### src/hw/rtl/bsbd_pkg.sv
// Shared types and constants for the bank switching bus decoder.
// Used by bsbd_mem_map, bsbd_io_read and bank_switching_bus_decoder; no dependencies.
package bsbd_pkg;

	typedef enum logic [2:0] {
		CMD_FETCH    = 3'd0,
		CMD_MEM_READ = 3'd1,
		CMD_MEM_WRITE = 3'd2,
		CMD_IO_WRITE = 3'd3,
		CMD_IO_READ  = 3'd4
	} command_t;

	localparam logic [15:0] DISK_ROM_LOW   = 16'h3D00;
	localparam logic [15:0] RAM_BASE       = 16'h4000;
	localparam logic [15:0] BANK_PORT_MASK = 16'h8002;
	localparam logic [13:0] SCREEN_BYTES   = 14'd6912;
	localparam logic [7:0]  KEY_IDLE       = 8'hBF;
	localparam logic [7:0]  JOY_PORT       = 8'h1F;
	localparam logic [7:0]  NO_PORT_DATA   = 8'hFF;
	localparam logic [2:0]  RAM_PAGE_SLOT1 = 3'd5;
	localparam logic [2:0]  RAM_PAGE_SLOT2 = 3'd2;
	localparam logic [2:0]  SCREEN_NORMAL  = 3'd5;
	localparam logic [2:0]  SCREEN_SHADOW  = 3'd7;
	localparam logic [1:0]  ROM_DISK       = 2'd3;

	// Bank register bit positions.
	localparam int BANK_SCREEN_BIT = 3;
	localparam int BANK_ROM_BIT    = 4;
	localparam int BANK_LOCK_BIT   = 5;

	typedef struct packed {
		logic        is_rom;
		logic [2:0]  page;
		logic [13:0] offset;
		logic        write_enable;
		logic        sync;
	} mem_map_t;

	typedef struct packed {
		logic [7:0] data;
		logic       strobe;
		logic [1:0] register;
	} io_read_t;

endpackage

### src/hw/rtl/bank_switching_bus_decoder.sv
// Top level of the bank switching bus decoder: input register, decode, result register.
// Depends on bsbd_pkg, bsbd_mem_map and bsbd_io_read.
//
//  channel | handshake          | payload
//  --------+--------------------+--------------------------------------------------
//  in      | in_valid, in_stall | command, address, write_data, key_rows, tape_level,
//          |                    | disk_read_data, disk_data_request, disk_interrupt
//  out     | out_valid,out_stall| mem_*, io_data, disk_*, border_color, beeper_level,
//          |                    | shadow_screen, video_sync_request
//
// Each request passes through the input register and then the result register on its
// way to the result. A new request is taken every cycle while in_stall is low.
// The banking state updates when a request moves into the result register, so the
// next request already sees it. Reset clears all banking, border and beeper state.
// A stall on the output holds both stages; in_stall rises only when both are full.
module bank_switching_bus_decoder (
	input  logic        clk,
	input  logic        arst_n,
	input  logic        in_valid,
	output logic        in_stall,
	input  logic [2:0]  command,
	input  logic [15:0] address,
	input  logic [7:0]  write_data,
	input  logic [63:0] key_rows,
	input  logic        tape_level,
	input  logic [7:0]  disk_read_data,
	input  logic        disk_data_request,
	input  logic        disk_interrupt,
	output logic        out_valid,
	input  logic        out_stall,
	output logic        mem_is_rom,
	output logic [2:0]  mem_page,
	output logic [13:0] mem_offset,
	output logic        mem_write_enable,
	output logic [7:0]  io_data,
	output logic        disk_write_strobe,
	output logic        disk_read_strobe,
	output logic [1:0]  disk_register,
	output logic [2:0]  border_color,
	output logic        beeper_level,
	output logic        shadow_screen,
	output logic        video_sync_request
);

	logic        valid_s1;
	logic [2:0]  command_s1;
	logic [15:0] address_s1;
	logic [7:0]  write_data_s1;
	logic [63:0] key_rows_s1;
	logic        tape_level_s1;
	logic [7:0]  disk_read_data_s1;
	logic        disk_data_request_s1;
	logic        disk_interrupt_s1;

	logic [7:0] bank_q;
	logic       paging_q;
	logic [1:0] rom_q;
	logic [2:0] border_q;
	logic       beeper_q;

	logic [7:0] bank_d;
	logic       paging_d;
	logic [1:0] rom_d;
	logic [2:0] border_d;
	logic       beeper_d;
	logic       io_sync;
	logic       wr_strobe;

	logic out_valid_q;
	logic advance;
	logic in_accept;

	bsbd_pkg::mem_map_t map;
	bsbd_pkg::io_read_t rd;

	assign advance = valid_s1 && (!out_valid_q || !out_stall);
	assign in_stall = valid_s1 && !advance;
	assign in_accept = in_valid && !in_stall;
	assign out_valid = out_valid_q;

	always_ff @(posedge clk or negedge arst_n) begin
		if (!arst_n) begin
			valid_s1 <= 1'b0;
		end else if (!in_stall) begin
			valid_s1 <= in_valid;
		end
	end

	always_ff @(posedge clk) begin
		if (in_accept) begin
			command_s1 <= command;
			address_s1 <= address;
			write_data_s1 <= write_data;
			key_rows_s1 <= key_rows;
			tape_level_s1 <= tape_level;
			disk_read_data_s1 <= disk_read_data;
			disk_data_request_s1 <= disk_data_request;
			disk_interrupt_s1 <= disk_interrupt;
		end
	end

	bsbd_mem_map u_mem_map (
		.command    (command_s1),
		.address    (address_s1),
		.bank       (bank_q),
		.rom_select (rom_q),
		.map        (map)
	);

	bsbd_io_read u_io_read (
		.command           (command_s1),
		.address           (address_s1),
		.key_rows          (key_rows_s1),
		.tape_level        (tape_level_s1),
		.disk_read_data    (disk_read_data_s1),
		.disk_data_request (disk_data_request_s1),
		.disk_interrupt    (disk_interrupt_s1),
		.disk_paging       (paging_q),
		.rd                (rd)
	);

	always_comb begin
		bank_d = bank_q;
		paging_d = paging_q;
		rom_d = rom_q;
		border_d = border_q;
		beeper_d = beeper_q;
		io_sync = 1'b0;
		wr_strobe = 1'b0;
		case (command_s1)
			bsbd_pkg::CMD_FETCH: begin
				// Disk ROM paging switches on a fetch from its trap area while ROM 1
				// is selected, and off on any fetch from RAM.
				if (!paging_q && (address_s1 >= bsbd_pkg::DISK_ROM_LOW)
						&& (address_s1 < bsbd_pkg::RAM_BASE)
						&& bank_q[bsbd_pkg::BANK_ROM_BIT]) begin
					paging_d = 1'b1;
					rom_d = bsbd_pkg::ROM_DISK;
				end else if (paging_q && (address_s1 >= bsbd_pkg::RAM_BASE)) begin
					paging_d = 1'b0;
					rom_d = {1'b0, bank_q[bsbd_pkg::BANK_ROM_BIT]};
				end
			end
			bsbd_pkg::CMD_IO_WRITE: begin
				if (((address_s1 & bsbd_pkg::BANK_PORT_MASK) == '0)
						&& !bank_q[bsbd_pkg::BANK_LOCK_BIT]) begin
					if (bank_q[bsbd_pkg::BANK_SCREEN_BIT] != write_data_s1[bsbd_pkg::BANK_SCREEN_BIT])
						io_sync = 1'b1;
					bank_d = write_data_s1;
					rom_d = {1'b0, write_data_s1[bsbd_pkg::BANK_ROM_BIT]};
				end
				if (!address_s1[0]) begin
					io_sync = 1'b1;
					border_d = write_data_s1[2:0];
					beeper_d = write_data_s1[4];
				end
				if (paging_q && (address_s1[1:0] == 2'b11) && !address_s1[7])
					wr_strobe = 1'b1;
			end
			default: ;
		endcase
	end

	always_ff @(posedge clk or negedge arst_n) begin
		if (!arst_n) begin
			bank_q <= '0;
			paging_q <= 1'b0;
			rom_q <= '0;
			border_q <= '0;
			beeper_q <= 1'b0;
			out_valid_q <= 1'b0;
		end else begin
			if (advance) begin
				bank_q <= bank_d;
				paging_q <= paging_d;
				rom_q <= rom_d;
				border_q <= border_d;
				beeper_q <= beeper_d;
				out_valid_q <= 1'b1;
			end else if (!out_stall) begin
				out_valid_q <= 1'b0;
			end
		end
	end

	always_ff @(posedge clk) begin
		if (advance) begin
			mem_is_rom <= map.is_rom;
			mem_page <= map.page;
			mem_offset <= map.offset;
			mem_write_enable <= map.write_enable;
			io_data <= rd.data;
			disk_write_strobe <= wr_strobe;
			disk_read_strobe <= rd.strobe;
			disk_register <= wr_strobe ? address_s1[6:5] : rd.register;
			border_color <= border_d;
			beeper_level <= beeper_d;
			shadow_screen <= bank_d[bsbd_pkg::BANK_SCREEN_BIT];
			video_sync_request <= map.sync || io_sync;
		end
	end

	a_strobes_exclusive: assert property (@(posedge clk) disable iff (!arst_n)
		out_valid |-> !(disk_write_strobe && disk_read_strobe))
		else $error("disk read and write strobes set together");

	a_no_rom_write: assert property (@(posedge clk) disable iff (!arst_n)
		out_valid |-> !(mem_write_enable && mem_is_rom))
		else $error("memory write enabled on ROM");

	a_register_idle: assert property (@(posedge clk) disable iff (!arst_n)
		(out_valid && !disk_write_strobe && !disk_read_strobe) |-> (disk_register == 2'd0))
		else $error("disk register set without a strobe");

	a_state_holds: assert property (@(posedge clk) disable iff (!arst_n)
		!advance |=> ($stable(bank_q) && $stable(paging_q) && $stable(rom_q)))
		else $error("banking state changed without a request");

endmodule

### src/hw/rtl/bsbd_mem_map.sv
// Memory slot translation for the bank switching bus decoder.
// Depends on bsbd_pkg.
module bsbd_mem_map (
	input  logic [2:0]         command,
	input  logic [15:0]        address,
	input  logic [7:0]         bank,
	input  logic [1:0]         rom_select,
	output bsbd_pkg::mem_map_t map
);

	logic [1:0] slot;
	logic [2:0] page;
	logic       is_rom;
	logic [2:0] screen_page;
	logic       is_mem;

	assign slot = address[15:14];
	assign screen_page = bank[bsbd_pkg::BANK_SCREEN_BIT] ?
		bsbd_pkg::SCREEN_SHADOW : bsbd_pkg::SCREEN_NORMAL;
	assign is_mem = command inside {bsbd_pkg::CMD_FETCH, bsbd_pkg::CMD_MEM_READ,
		bsbd_pkg::CMD_MEM_WRITE};

	always_comb begin
		is_rom = 1'b0;
		case (slot)
			2'd0: begin
				is_rom = 1'b1;
				page = {1'b0, rom_select};
			end
			2'd1: page = bsbd_pkg::RAM_PAGE_SLOT1;
			2'd2: page = bsbd_pkg::RAM_PAGE_SLOT2;
			default: page = bank[2:0];
		endcase
	end

	always_comb begin
		map = '0;
		if (is_mem) begin
			map.is_rom = is_rom;
			map.page = page;
			map.offset = address[13:0];
			if (command == bsbd_pkg::CMD_MEM_WRITE) begin
				map.write_enable = !is_rom;
				// Writes into the visible part of the displayed page need the
				// renderer to catch up first.
				map.sync = !is_rom && (page == screen_page)
					&& (address[13:0] < bsbd_pkg::SCREEN_BYTES);
			end
		end
	end

endmodule

### src/hw/rtl/bsbd_io_read.sv
// IO read port decoding: keyboard and tape, joystick stub, disk controller.
// Depends on bsbd_pkg.
module bsbd_io_read (
	input  logic [2:0]         command,
	input  logic [15:0]        address,
	input  logic [63:0]        key_rows,
	input  logic               tape_level,
	input  logic [7:0]         disk_read_data,
	input  logic               disk_data_request,
	input  logic               disk_interrupt,
	input  logic               disk_paging,
	output bsbd_pkg::io_read_t rd
);

	logic [7:0] keys;

	// Each row whose address line is low pulls its active-low keys into the byte.
	always_comb begin
		keys = bsbd_pkg::KEY_IDLE;
		for (int i = 0; i < 8; i++) begin
			if (!address[8 + i])
				keys = keys & key_rows[8 * i +: 8];
		end
	end

	always_comb begin
		rd = '0;
		rd.data = bsbd_pkg::NO_PORT_DATA;
		if (command == bsbd_pkg::CMD_IO_READ) begin
			if (!address[0])
				rd.data = keys | {1'b0, tape_level, 6'b0};
			if (address[7:0] == bsbd_pkg::JOY_PORT)
				rd.data = '0;
			if (disk_paging && (address[1:0] == 2'b11)) begin
				if (address[7]) begin
					rd.data = {disk_interrupt, disk_data_request, 6'b0};
				end else begin
					rd.data = disk_read_data;
					rd.strobe = 1'b1;
					rd.register = address[6:5];
				end
			end
		end
	end

endmodule

### config.mk
export PLATFORM = sky130hd
export DESIGN_NAME = bank_switching_bus_decoder
export DESIGN_NICKNAME = d
export VERILOG_FILES = /design/src/hw/rtl/bsbd_pkg.sv /design/src/hw/rtl/bank_switching_bus_decoder.sv /design/src/hw/rtl/bsbd_mem_map.sv /design/src/hw/rtl/bsbd_io_read.sv
export SDC_FILE = /design/constraint.sdc
export NUM_CORES = 1
export LEC_CHECK = 0
export ABC_CLOCK_PERIOD_IN_PS = 7820
export BUFFER_PORTS_ARGS = -buffer_cell sky130_fd_sc_hd__buf_4
export CORE_MARGIN = 5
export CORE_UTILIZATION = 53
export DETAILED_ROUTE_END_ITERATION = 10
export PLACE_DENSITY = 0.8
export SLEW_MARGIN = 20
export SYNTH_ARGS = -nofsm -noshare
export SYNTH_HDL_FRONTEND = slang
export SYNTH_SLANG_ARGS = --single-unit
### constraint.sdc
create_clock -name clk -period 7.82 [get_ports clk]
set_clock_uncertainty 0.2 [all_clocks]
set_input_delay 0.391 -clock clk [delete_from_list [all_inputs] [get_ports clk]]
set_output_delay 0.391 -clock clk [all_outputs]
set_load 0.05 [all_outputs]
# After elaboration in Yosys (flattened, before gate mapping)
# Index checks and enable logic that the tools add are counted.
dict set report word_totals {
  in_bits 106
  output_inout_bits 39
  ff_bits 152
}
dict set report classes {
  n_mux 40
  magnitude_cmp 4
  reduce_logical 33
  eq_ne 13
  bitwise_logic 8
}
# operator n
set op_table {}
lappend op_table {{two-way mux 8 bit} 11}
lappend op_table {{AND 8 bit} 7}
lappend op_table {{greater-or-equal comparator 16 x 14 -> 1 bit, second input constant} 1}
lappend op_table {{greater-or-equal comparator 16 x 15 -> 1 bit, second input constant} 1}
lappend op_table {{logical NOT 16 bit} 1}
lappend op_table {{< comparator 16 x 15 -> 1 bit, second input constant} 1}
lappend op_table {{two-way mux 1 bit} 15}
lappend op_table {{< comparator 14 x 13 -> 1 bit, second input constant} 1}
lappend op_table {{logical AND 1 bit} 12}
lappend op_table {{two-way mux 2 bit} 6}
lappend op_table {{two-way mux 11 bit} 1}
lappend op_table {{two-way mux 3 bit} 3}
lappend op_table {{case mux 3 bit (3 select lines)} 1}
lappend op_table {{equality test 8 x 5 -> 1 bit, second input constant} 1}
lappend op_table {{logical NOT 1 bit} 8}
lappend op_table {{two-way mux 4 bit} 2}
lappend op_table {{bitwise OR 8 x 7 -> 8 bit} 1}
lappend op_table {{equality test 3 x 2 -> 1 bit, second input constant} 2}
lappend op_table {{AND reduction 3 bit} 2}
lappend op_table {{equality test 2 bit, second input constant} 2}
lappend op_table {{case mux 2 bit (2 select lines)} 1}
lappend op_table {{AND reduction 2 bit} 2}
lappend op_table {{AND reduction 4 bit} 1}
lappend op_table {{nonzero test 2 bit} 2}
lappend op_table {{other kinds (12)} 13}

# Logic depth before layout (Yosys ltp)
dict set report depth {
  depth_word 21
  ltp_mapped 6
  mapped_depth_nobuf 4
}

# Modules after synthesis
# From an unflattened synthesis, not the netlist that was laid out.
dict set report hier_totals {
  hier_cells 310
  hier_area_um2 5858.1
}
# mod cells_each area_per_inst_um2 n_inst seq_area_each_um2
set modules_own_cells {}
lappend modules_own_cells {bank_switching_bus_decoder 206 5079.9 1 4599.4}
lappend modules_own_cells {bsbd_io_read 66 561.8 1 0.0}
lappend modules_own_cells {bsbd_mem_map 38 216.5 1 0.0}

# Worst setup path before layout
# OpenSTA, ideal clock, no wires.
dict set report synth_path {
  path_kind {register to register}
  from {register out_valid_q, in the netlist out_valid}
  to {register address_s1[0] (enable)}
  arrival_time_ns 2.929
  slack_ns 4.229
  stages_incl_launch_ff 3
  n_path_buf 0
  required_ns 7.159
  setup_ns 0.461
  cell_sequence {dfrtp_1 > nand3_1 > and2_1}
}
dict set report synth_between {
  elab_chain_cells 7
}
# element line
set synth_rtl {}
lappend synth_rtl {{from (decl)} bank_switching_bus_decoder.sv:69} ;# logic out_valid_q;
lappend synth_rtl {{from (signal assigned)} bank_switching_bus_decoder.sv:171} ;# out_valid_q <= 1'b0;
lappend synth_rtl {{from (signal assigned)} bank_switching_bus_decoder.sv:179} ;# out_valid_q <= 1'b1;
lappend synth_rtl {{from (signal assigned)} bank_switching_bus_decoder.sv:181} ;# out_valid_q <= 1'b0;
lappend synth_rtl {{logical NOT 1 bit} bank_switching_bus_decoder.sv:76} ;# assign advance = valid_s1 && (!out_valid_q || !out_stall);
lappend synth_rtl {{logical OR 1 bit} bank_switching_bus_decoder.sv:76}
lappend synth_rtl {{logical AND 1 bit} bank_switching_bus_decoder.sv:76}
lappend synth_rtl {{logical NOT 1 bit} bank_switching_bus_decoder.sv:77} ;# assign in_stall = valid_s1 && !advance;
lappend synth_rtl {{logical AND 1 bit} bank_switching_bus_decoder.sv:77}
lappend synth_rtl {{logical NOT 1 bit} --}
lappend synth_rtl {{logical AND 1 bit} bank_switching_bus_decoder.sv:78} ;# assign in_accept = in_valid && !in_stall;
lappend synth_rtl {{via in_accept} bank_switching_bus_decoder.sv:71} ;# logic in_accept;
lappend synth_rtl {{to (signal assigned)} bank_switching_bus_decoder.sv:92} ;# address_s1 <= address;
lappend synth_rtl {{to (decl)} bank_switching_bus_decoder.sv:47} ;# logic [15:0] address_s1;
# The timed path passes the listed nets, and every way through them passes these cells.
# A chain may end at the register's enable or synchronous reset.

# Final worst setup path
dict set report layout_path {
  from {input port out_stall}
  to {register rom_q[0]}
}
dict set report layout_between {
  elab_chain_cells 4
}
# element line
set layout_rtl {}
lappend layout_rtl {{from (decl)} bank_switching_bus_decoder.sv:30} ;# input logic out_stall,
lappend layout_rtl {{logical NOT 1 bit} --}
lappend layout_rtl {{logical OR 1 bit} bank_switching_bus_decoder.sv:76}
lappend layout_rtl {{logical AND 1 bit} bank_switching_bus_decoder.sv:76}
lappend layout_rtl {{via advance} bank_switching_bus_decoder.sv:70} ;# logic advance;
lappend layout_rtl {{AND reduction 4 bit (no line)} --}
lappend layout_rtl {{to (signal assigned)} bank_switching_bus_decoder.sv:176} ;# rom_q <= rom_d;
lappend layout_rtl {{to (decl)} bank_switching_bus_decoder.sv:57} ;# logic [1:0] rom_q;
# The timed path passes the listed nets, and every way through them passes these cells.

==> results.toml <==
[power_and_ir_drop]
p_leak_nw = 3.15
power_density_mw_per_mm2 = 248
ir_drop_mv = 0.164

[yosys]
synth_top_family_by_area = "simple AND/OR/NAND/NOR gates"
synth_top_area_cell = "edfxtp_1"
ys_seq_elements = 144
yosysWarnings = 0
synth_xor_area_frac = 0
avgSynthCellArea_um2 = 16.8
synth_top_area_frac = 0.718
syn_area_mm2 = 0.00539
muxShareOfSynthArea = 0.0336
synthTopCellsByArea = "edfxtp_1 (72%), dfrtp_1 (7.0%), o22ai_1 (3.2%)"
synthAdderAreaFrac = 0
yosys.area_share.simple = 0.0837
postSynthCellCount = 321
yosysUniqueCellTypes = 43
synth-seq-area-share = 0.788
syn_nets = 427
synth_compound_area_frac = 0.0800

[clocking]
cts_buffer_depth = 2
clk_pin_slew_ns = 0.06
cts_resized = 0
cts_inserted_buffers = 17
cts_setup_buffers = 0
clk_latency_ns = 0.52
numClockSinks = 144
root_buffer = "clkbuf_8"
htreeDepth = 4
hold_buffers = 95
cts_tree = "yes"

[timing]
setup_viol = 0
fin_setup_tns_ns = 0
max_freq_mhz = 423
slew_headroom = 0.469
layout_min_cycle_time_ns = 2.37
worst_pin_slew_ns = 0.797
rsz0062_at_grt = "no"
hold_viol_final = 0
slew_violations = 0
fin_crit_sh = 0.302

[floorplanning]
die_h_um = 111
pin_count = 145
start_util = 0.547
die_area_mm2 = 0.0123
core_region_area_mm2 = 0.00986
rows = 36
die_w_um = 111

[layout]
nNetsFinal = 665
seq_area_mm2 = 0.00425
drive_above_1_share = 0.330
post-route-util = 0.818
area_delta_synth_final_pct = 49.7
layout_commonest_cell = "buf_4"
fin_cells = 705
final_cell_mix = "buf_4 (135), edfxtp_1 (129), dlygate4sd3_1 (95)"
antenna_cells = 0
fillCellCount = 469
multi_input_area_mm2 = 0.00107
final_cell_area_mm2 = 0.00807

[worst_setup_path]
crit_top_cell = "buf_4"
critPathTopFamily = "buffers and inverters"
crit_required_ns = 8.01
path_class = "in -> reg"
critPathLaunchType = "input port"
cp-end-kind = "flop"
arrival_ns = 2.56
cp_slowest_cell = "dlygate4sd3_1"
worst-path-max-fanout = 42
cp_cell_sequence = "dlygate4sd3_1, buf_4, a21boi_4, buf_4, nor2b_1, o211ai_2, mux2_4"
critical_path_buf_inv_count = 3
max_stage_delay_ns = 0.56

[place]
io_buffers = 134
gp_congestion = 0.822
placed_cells = 577
dp_hpwl_um = 7600
dpl_cell_area_mm2 = 0.00652

[detailed_routing]
via_count = 3799
detail-route-antenna-nets = 0
route.detailed.drc = 0
wl_um = 14900
drt_first_pass_iters = 5
viasPerCell = 5.39
wl_per_cell_um = 21.2
drtIter0Drc = 310

[worst_hold_path]
hp-class = "in -> async"

[grt]
grt_util_met3 = 0.0852
grt_pass1_vias = 4134
antenna_found_initial = 0
grt_max_degree = 93
grt-ovfl-total = 0
grtUsageMet1 = 0.278
grt_pass1_wl_um = 22900
grt_util_met2 = 0.435
busiest_layer = "met2"
grt_usage = 0.247

[outcome]
status = "completed"

[run]
max_cap_viol_count = 0
[layout make-up]
type                            count  area share
Timing Repair Buffer              231       0.247
Clock buffer                       17      0.0513
Multi-Input combinational cell    162       0.133
Inverter                            3     0.00139
Clock inverter                     15      0.0206
Sequential cell                   144       0.526
Tap cell                          133      0.0206
[per-layer routing]
metal	routed length [µm]	share of wire	vias up
met2	7900	0.53	228
met4	275	0.018	0
li1	-	-	1735
met5	0	0	-
met3	1360	0.091	24
met1	5390	0.36	1812
[stage by stage]
stage               hold slack, ns  setup slack [ns]  power (W)
detailed placement          0.0548              5.56    0.00117
global placement            0.0549              5.65    0.00116
CTS                         0.0675              5.52    0.00198
finish                      0.0770              5.45    0.00200
floorplan                   -0.105              4.23    0.00109
global route                0.0799              5.40    0.00206
[Yosys cell counts, drive strengths merged]
library cell and number:
edfxtp 129, o22ai 28, and2 18, nor2 17
dfrtp 15, nand2 15, mux2 14, o21ai 12
a21oi 10, buf 10, nor4 8, nand3 5
nor3 5, inv 3, nand4b 3, a21o 2
clkbuf 2, mux2i 2, nand2b 2, nor2b 2
o211ai 2, o221ai 2, o311ai 2, or3 2
a21bo 1, a21boi 1, a41o 1, and3b 1
nand3b 1, nor3b 1, o211a 1, o21a 1
o21bai 1, o2bb2ai 1, or2 1
[worst reg2reg max path, stage by stage, from the launching register on]
cell and delay [ns]:
dfrtp_1 0.44, a21boi_4 0.15, buf_4 0.45, nor2b_1 0.37, o211ai_2 0.16, mux2_4 0.33
[report_power, final]
group / internal [W] / switching (W)
Sequential: 0.000914 / 0.0000413
Clock: 0.000483 / 0.000312
Combinational: 0.000120 / 0.000131
[final timing paths]
check	from	endpoint	slack [ns]	cells after the start
worst max-delay path	out_stall	rom_q[0]	5.45	7
worst min register to register	write_data_s1[5]	bank_q[5]	0.30	1
worst max register to register	out_valid	rom_q[0]	5.61	5
max in group asynchronous	arst_n	beeper_q	7.17	2
min in group clk	write_data_s1[5]	bank_q[5]	0.30	1
worst min-delay path	arst_n	rom_q[1]	0.08	2
[kinds of logic (layout without fill, tap and decap cells)]
kind of cell / Yosys count / in the layout
simple gates: 81 / 81
buf+inv: 15 / 266
flops: 144 / 144
compound gates: 65 / 65
mux: 16 / 16
[state kept, by name (all words and copies together), names as in the netlist, 2 cells and up]
signal and cells:
address_s1 16, bank_q 6, border_color 3, border_q 3, command_s1 3, disk_read_data_s1 8, disk_register 2, io_data 8
key_rows_s1 56, mem_offset 14, mem_page 3, rom_q 2, write_data_s1 6
Note: power is estimated with default switching activity, not from simulation.
